[config.mk]
export PLATFORM = sky130hd
export DESIGN_NAME = pip_edge_unit
export DESIGN_NICKNAME = d
export VERILOG_FILES = /design/src/sv/pip_pkg.sv /design/src/sv/pip_edge_unit.sv
export VERILOG_INCLUDE_DIRS = /design/src /design/src/sv
export SDC_FILE = /design/constraint.sdc
export NUM_CORES = 2
export LEC_CHECK = 0
export ABC_AREA = 0
export BUFFER_PORTS_ARGS = -buffer_cell sky130_fd_sc_hd__buf_2
export CORE_MARGIN = 1
export CORE_UTILIZATION = 55
export DETAILED_ROUTE_END_ITERATION = 6
export PLACE_DENSITY = 0.79
export SLEW_MARGIN = 20
export SYNTH_ARGS = -nofsm -noshare
export SYNTH_HDL_FRONTEND = slang
export SYNTH_SLANG_ARGS = --single-unit
[constraint.sdc]
create_clock -name clk -period 6.62 [get_ports clk]
set_input_delay 1.655 -clock clk [delete_from_list [all_inputs] [get_ports clk]]
set_output_delay 1.655 -clock clk [all_outputs]
set_load 0.005 [all_outputs]
[src/sv/point_in_polygon_test_top_defines.svh]
// assertion macros for the point in polygon block
`ifndef POINT_IN_POLYGON_TEST_TOP_DEFINES_SVH
`define POINT_IN_POLYGON_TEST_TOP_DEFINES_SVH

`ifndef SYNTH
// check on every clock edge outside reset
`define PIP_ASSERT(label, prop) \
  label: assert property (@(posedge clk) disable iff (!rst_n) (prop)) \
    else $error("point in polygon assertion failed");
// check on every clock edge, reset included
`define PIP_ASSERT_ALWAYS(label, prop) \
  label: assert property (@(posedge clk) (prop)) \
    else $error("point in polygon assertion failed");
`else
`define PIP_ASSERT(label, prop)
`define PIP_ASSERT_ALWAYS(label, prop)
`endif

`endif

[src/sv/pip_pkg.sv]
package pip_pkg;

  // store size and derived widths
  localparam int MAX_VERTICES = 256;
  localparam int ADDR_W       = $clog2(MAX_VERTICES);
  localparam int CNT_W        = $clog2(MAX_VERTICES + 1);
  localparam int RD_W         = $clog2(MAX_VERTICES + 2);

  // field widths
  localparam int OP_W      = 2;
  localparam int COORD_W   = 16;
  localparam int OUT_CNT_W = 9;
  localparam int FRAC_BITS = 4;
  localparam int DIFF_W    = COORD_W + 1;
  localparam int PROD_W    = 2 * DIFF_W;

  // operation codes
  localparam logic [OP_W-1:0] OP_CLEAR  = 2'd0;
  localparam logic [OP_W-1:0] OP_APPEND = 2'd1;
  localparam logic [OP_W-1:0] OP_QUERY  = 2'd2;

  typedef struct packed {
    logic signed [COORD_W-1:0] x;
    logic signed [COORD_W-1:0] y;
  } vertex_t;

  typedef enum logic [1:0] {
    ST_IDLE,
    ST_WALK,
    ST_DRAIN,
    ST_FINISH
  } state_t;

  // control from the sequencer to the edge unit
  typedef struct packed {
    logic start;
    logic rd_valid;
  } edge_ctl_t;

  // status back from the edge unit
  typedef struct packed {
    logic busy;
    logic parity;
  } edge_sts_t;

endpackage

[src/sv/pip_edge_unit.sv]
`include "point_in_polygon_test_top_defines.svh"

// sliding vertex window and crossing test pipeline
module pip_edge_unit (
  input  logic                               clk,
  input  logic                               rst_n,
  input  pip_pkg::edge_ctl_t                 ctl,
  input  logic signed [pip_pkg::COORD_W-1:0] q_x,
  input  logic signed [pip_pkg::COORD_W-1:0] q_y,
  input  pip_pkg::vertex_t                   rd_data,
  output pip_pkg::edge_sts_t                 sts
);

  localparam int DW = pip_pkg::DIFF_W;
  localparam int PW = pip_pkg::PROD_W;
  localparam int FB = pip_pkg::FRAC_BITS;

  function automatic logic between(input logic signed [pip_pkg::COORD_W-1:0] q,
                                   input logic signed [pip_pkg::COORD_W-1:0] a,
                                   input logic signed [pip_pkg::COORD_W-1:0] b);
    return ((q > a) && (q < b)) || ((q < a) && (q > b));
  endfunction

  logic signed [pip_pkg::COORD_W-1:0] qx_r, qy_r;
  pip_pkg::vertex_t                   w0_r, w1_r;
  logic [1:0]                         fill_r, fill_nxt;

  logic                 s1_valid_r, s1_valid_nxt;
  logic signed [DW-1:0] s1_dxq_r, s1_dcut_r, s1_dyq_r, s1_dxe_r;
  logic                 s1_btw_r, s1_dir_r, s1_vtx_r;

  logic                 s2_valid_r, s2_valid_nxt;
  logic signed [PW-1:0] s2_lhs_r, s2_rhs_r;
  logic                 s2_btw_r, s2_dir_r, s2_vtx_r;

  logic                 parity_r, parity_nxt;

  logic signed [DW-1:0] dy, dy_adj, dcut;
  logic                 above;

  // y span of the edge cut toward zero to a whole unit
  always_comb begin
    dy     = DW'(w1_r.y) - DW'(w0_r.y);
    dy_adj = dy[DW-1] ? (dy + DW'((1 << FB) - 1)) : dy;
    dcut   = {dy_adj[DW-1:FB], {FB{1'b0}}};
  end

  // window fill and stage valids
  always_comb begin
    fill_nxt     = fill_r;
    s1_valid_nxt = 1'b0;
    if (ctl.start) begin
      fill_nxt = 2'd0;
    end else if (ctl.rd_valid) begin
      if (fill_r == 2'd2) begin
        s1_valid_nxt = 1'b1;
      end else begin
        fill_nxt = fill_r + 2'd1;
      end
    end
    s2_valid_nxt = s1_valid_r;
  end

  // crossing decision and parity
  always_comb begin
    above      = s2_dir_r ? (s2_lhs_r > s2_rhs_r) : (s2_lhs_r < s2_rhs_r);
    parity_nxt = parity_r;
    if (ctl.start) begin
      parity_nxt = 1'b0;
    end else if (s2_valid_r) begin
      parity_nxt = parity_r ^ (s2_btw_r & above) ^ s2_vtx_r;
    end
  end

  // control registers
  always_ff @(posedge clk) begin
    if (!rst_n) begin
      fill_r     <= 2'd0;
      s1_valid_r <= 1'b0;
      s2_valid_r <= 1'b0;
      parity_r   <= 1'b0;
    end else begin
      fill_r     <= fill_nxt;
      s1_valid_r <= s1_valid_nxt;
      s2_valid_r <= s2_valid_nxt;
      parity_r   <= parity_nxt;
    end
  end

  // query point, window and stage payload
  always_ff @(posedge clk) begin
    if (ctl.start) begin
      qx_r <= q_x;
      qy_r <= q_y;
    end
    if (ctl.rd_valid) begin
      w0_r <= w1_r;
      w1_r <= rd_data;
      // edge (w0, w1) with the vertex after it now arriving
      s1_dxq_r  <= DW'(qx_r) - DW'(w0_r.x);
      s1_dcut_r <= dcut;
      s1_dyq_r  <= DW'(qy_r) - DW'(w0_r.y);
      s1_dxe_r  <= DW'(w1_r.x) - DW'(w0_r.x);
      s1_btw_r  <= between(qx_r, w0_r.x, w1_r.x);
      s1_dir_r  <= w1_r.x > w0_r.x;
      s1_vtx_r  <= (w1_r.x == qx_r) && between(qx_r, w0_r.x, rd_data.x) && (w1_r.y > qy_r);
    end
    s2_lhs_r <= s1_dxq_r * s1_dcut_r;
    s2_rhs_r <= s1_dyq_r * s1_dxe_r;
    s2_btw_r <= s1_btw_r;
    s2_dir_r <= s1_dir_r;
    s2_vtx_r <= s1_vtx_r;
  end

  assign sts.busy   = s1_valid_r | s2_valid_r;
  assign sts.parity = parity_r;

  `PIP_ASSERT(a_s2_follows_s1, s2_valid_r |-> $past(s1_valid_r))
  `PIP_ASSERT(a_start_when_empty, ctl.start |-> (!s1_valid_r && !s2_valid_r))
  `PIP_ASSERT(a_start_not_reading, ctl.start |-> !ctl.rd_valid)

endmodule

==> impl_metrics.py <==
metrics = {
    "clocking": {
        "cts_hold_buf": 0,
        "cts_tree": "done",
        "cts_made_buffers": 26,
        "clock_tree.buffer_depth": 3,
        "clk_pin_slew_ps": 60,
        "clk_latency_ps": 560,
        "cts_num_sinks": 235,
        "clock_tree.root_cell": "sky130_fd_sc_hd__clkbuf_16",
        "htreeDepth": 1,
    },
    "synthesis": {
        "async_flop_share": 0,
        "yosys.area.top_type_share": 0.3309,
        "yosys_warnings": 0,
        "yosys-top-cells-area": "sky130_fd_sc_hd__fa_1, sky130_fd_sc_hd__edfxtp_1, sky130_fd_sc_hd__ha_1",
        "yosys-top-cells-count": "sky130_fd_sc_hd__inv_1, sky130_fd_sc_hd__fa_1, sky130_fd_sc_hd__nand2_1",
        "yosysSeqAreaShare": 0.2070,
        "post-synth-top-area-cell": "sky130_fd_sc_hd__fa_1",
        "flops_latches_synth": 235,
        "synthMostInstantiatedCell": "sky130_fd_sc_hd__inv_1",
        "most_common_flop_cell_mapped_by_yosys": "sky130_fd_sc_hd__edfxtp_1",
        "netlist_area_sq_um": 30610,
        "synth_cell_type_count": 84,
        "syn-num-nets": 3998,
        "post_synth_inst_count": 3119,
        "synth-edff-count": 163,
        "synthesis.area_per_instance_sq_um": 9.815,
    },
    "sta": {
        "actual_transition_at_the_worst_max_transition_pin_ps": 934.7,
        "setup_viol": 0,
        "report.final.slew_viol_count": 0,
        "unrepaired_setup_endpoints_after_global_routing": "true",
        "min_period_ps": 6299,
        "achievable-frequency_ghz": 0.1588,
        "timing.final.hold_violations": 0,
        "post-route-period-util": 0.9515,
        "timing.slew.headroom": 0.3768,
        "whs_ps": 346.7,
        "finalClockSkew_ps": 20.29,
    },
    "flow_run": {
        "cap_violations": 0,
    },
    "detailed_routing": {
        "via_count_of_the_routed_design": 21450,
        "routed_wirelength_mm": 67.91,
        "dr.pass1.iters": 6,
        "remaining_drc_errors": 0,
        "wl_per_cell_um": 16.98,
        "detail-route-antenna-nets": 0,
        "drt_first_iter_violations": 1186,
        "avgViaCountPerCell": 5.364,
    },
    "outcome": {
        "run_status": "complete, no violations",
    },
    "die": {
        "floorplan.die_area_sq_um": 56610,
        "io-pin-count": 70,
        "die-width_um": 237.9,
        "chipHeight_um": 237.9,
        "design.core.area_sq_um": 55090,
        "fp-row-count": 86,
        "floorplan.initialDensity": 0.5557,
    },
    "critical_path": {
        "startpoint_type": "flip-flop",
        "worstSetupEndpointType": "flip-flop",
        "cp_data_required_time_ps": 7100,
        "cp.arrival_ps": 6780,
        "path_max_fanout": 9,
        "critPathKind": "reg -> reg",
    },
    "placement": {
        "port-buffer-count": 69,
        "detailedPlacementHpwl_mm": 56.45,
        "place.gp.congestion": 0.9255,
    },
    "worst_hold_path": {
        "hp-class": "reg -> reg",
    },
    "cells_and_area": {
        "layout-drive-gt1-share": 0.06738,
        "layout-area-overhead-vs-synth_pct": 8.391,
        "layout.nets": 4109,
    },
    "global_route": {
        "globalRouteTotalUtil": 0.2496,
        "grt_max_degree": 63,
        "antenna_violations_before_repair": 2,
        "global_route.overflow_total": 0,
        "grt_pass1_wl_mm": 111.7,
        "first_global_vias": 22530,
    },
}
-- sequential cells by signal, indices dropped and copies added, names as in the netlist, 2 cells and up --
register and count:
s1_dxe_r 17, qy_r 16, qx_r 16, s2_lhs_r 30, s2_rhs_r 34, w1_r 32
s1_dxq_r 17, s1_dcut_r 13, s1_dyq_r 17, fill_r 2, w0_r 32
-- timing repair --
item,4_1_cts,5_1_grt
endpoints found under the setup margin,0,9
gates resized for setup,0,4
buffers inserted,0,28
-- layout by cell type (no fill, tap or decap), types with 6 or more instances in the layout --
| cell | synthesis | routed |
|---|---|---|
| sky130_fd_sc_hd__inv_1 | 706 | 706 |
| sky130_fd_sc_hd__fa_1 | 506 | 506 |
| sky130_fd_sc_hd__nand2_1 | 332 | 332 |
| sky130_fd_sc_hd__ha_1 | 305 | 305 |
| sky130_fd_sc_hd__and2_1 | 226 | 226 |
| sky130_fd_sc_hd__edfxtp_1 | 163 | 163 |
| sky130_fd_sc_hd__nor2_1 | 124 | 124 |
| sky130_fd_sc_hd__xnor2_1 | 97 | 97 |
| sky130_fd_sc_hd__buf_4 | 1 | 88 |
| sky130_fd_sc_hd__a21oi_1 | 80 | 80 |
| sky130_fd_sc_hd__dfxtp_1 | 72 | 72 |
| sky130_fd_sc_hd__buf_2 | 0 | 68 |
| sky130_fd_sc_hd__o21ai_0 | 46 | 46 |
| sky130_fd_sc_hd__nand3_1 | 39 | 39 |
| sky130_fd_sc_hd__a21o_1 | 33 | 33 |
| sky130_fd_sc_hd__o21a_1 | 29 | 29 |
| sky130_fd_sc_hd__clkbuf_16 | 0 | 26 |
| sky130_fd_sc_hd__nand2b_1 | 23 | 23 |
| sky130_fd_sc_hd__nor3_1 | 22 | 22 |
| sky130_fd_sc_hd__nand4_1 | 22 | 22 |
| sky130_fd_sc_hd__nor2b_1 | 21 | 21 |
| sky130_fd_sc_hd__xor2_1 | 18 | 18 |
| sky130_fd_sc_hd__o21ai_1 | 15 | 15 |
| sky130_fd_sc_hd__a211oi_1 | 13 | 13 |
| sky130_fd_sc_hd__o21bai_1 | 12 | 12 |
| sky130_fd_sc_hd__a31oi_1 | 13 | 12 |
| sky130_fd_sc_hd__a21boi_1 | 11 | 11 |
| sky130_fd_sc_hd__o211ai_1 | 7 | 7 |
| sky130_fd_sc_hd__o31ai_1 | 6 | 6 |
-- cell families (layout without fill, tap and decap cells) --
kind of cell / count (synthesis) / count (layout) / synth area share
simple gates: 852 / 852 / 0.1371
fa+ha+maj: 811 / 811 / 0.4555
buf+inv: 779 / 910 / 0.09564
compound gates: 321 / 321 / 0.06985
flops: 235 / 235 / 0.2070
xor+xnor: 115 / 115 / 0.03290
mux: 6 / 6 / 0.002043
other cells: 0 / 1 / 0
-- routing by layer --
layer	GRT usage	part of all wire	up-vias
met2	0.4434	0.51	652
li1	-	-	9948
met3	0.02557	0.048	179
met1	0.3053	0.39	10670
met5	0	0	-
met4	0.1169	0.051	0
-- layout make-up --
| class | count | area (sq um) |
|---|---|---|
| clock inverters | 16 | 198.9 |
| diodes | 1 | 2.502 |
| multi-input cells | 2105 | 21380 |
| inverters | 706 | 2650 |
| flip-flops and latches | 235 | 6336 |
| repair buffers | 156 | 1001 |
| fillers | 4583 | 21910 |
| well taps | 748 | 935.9 |
| clock buffers | 32 | 683.2 |
-- stage by stage --
stage          cells  worst slack [ps]  instance area, sq um  TNS, ps    util
6_report        3999             320.8                 33180        0  0.6023
5_1_grt         3998            -43.85                 33180   -47.20  0.6023
4_1_cts         3970             47.46                 32950        0  0.5980
3_5_place_dp    3922             103.5                 32060        0  0.5820
3_3_place_gp    3922             211.7                 32060        0  0.5820
2_1_floorplan   3119             376.8                 30610        0       -
-- worst max-delay path, stage by stage (launching register included) --
cell	delay (ps)
sky130_fd_sc_hd__edfxtp_1	530
sky130_fd_sc_hd__nand2_1	180
sky130_fd_sc_hd__inv_1	100
sky130_fd_sc_hd__fa_1	640
sky130_fd_sc_hd__fa_1	660
sky130_fd_sc_hd__inv_1	110
sky130_fd_sc_hd__fa_1	470
sky130_fd_sc_hd__fa_1	570
sky130_fd_sc_hd__fa_1	430
sky130_fd_sc_hd__fa_1	490
sky130_fd_sc_hd__inv_1	50
sky130_fd_sc_hd__ha_1	200
sky130_fd_sc_hd__or3_1	430
sky130_fd_sc_hd__or2_1	230
sky130_fd_sc_hd__a211oi_1	160
sky130_fd_sc_hd__o41ai_1	170
sky130_fd_sc_hd__a221oi_2	380
sky130_fd_sc_hd__o21ai_1	120
sky130_fd_sc_hd__a21oi_1	180
sky130_fd_sc_hd__xnor2_1	130
-- path summary, 6_finish.rpt --
path	slack, ps	to	start	cells after the start
setup / recovery	320	s2_rhs_r[33]$_DFF_P_	s1_dyq_r[16]$_DFFE_PP_	19
hold / removal	350	s2_vtx_r$_DFF_P_	s1_vtx_r$_DFFE_PP_	0
setup reg to reg	320	s2_rhs_r[33]$_DFF_P_	s1_dyq_r[16]$_DFFE_PP_	19
hold reg to reg	350	s2_vtx_r$_DFF_P_	s1_vtx_r$_DFFE_PP_	0
Power is not shown: default switching activity piles up to over one toggle a cycle in this logic, so the estimate is an artifact.
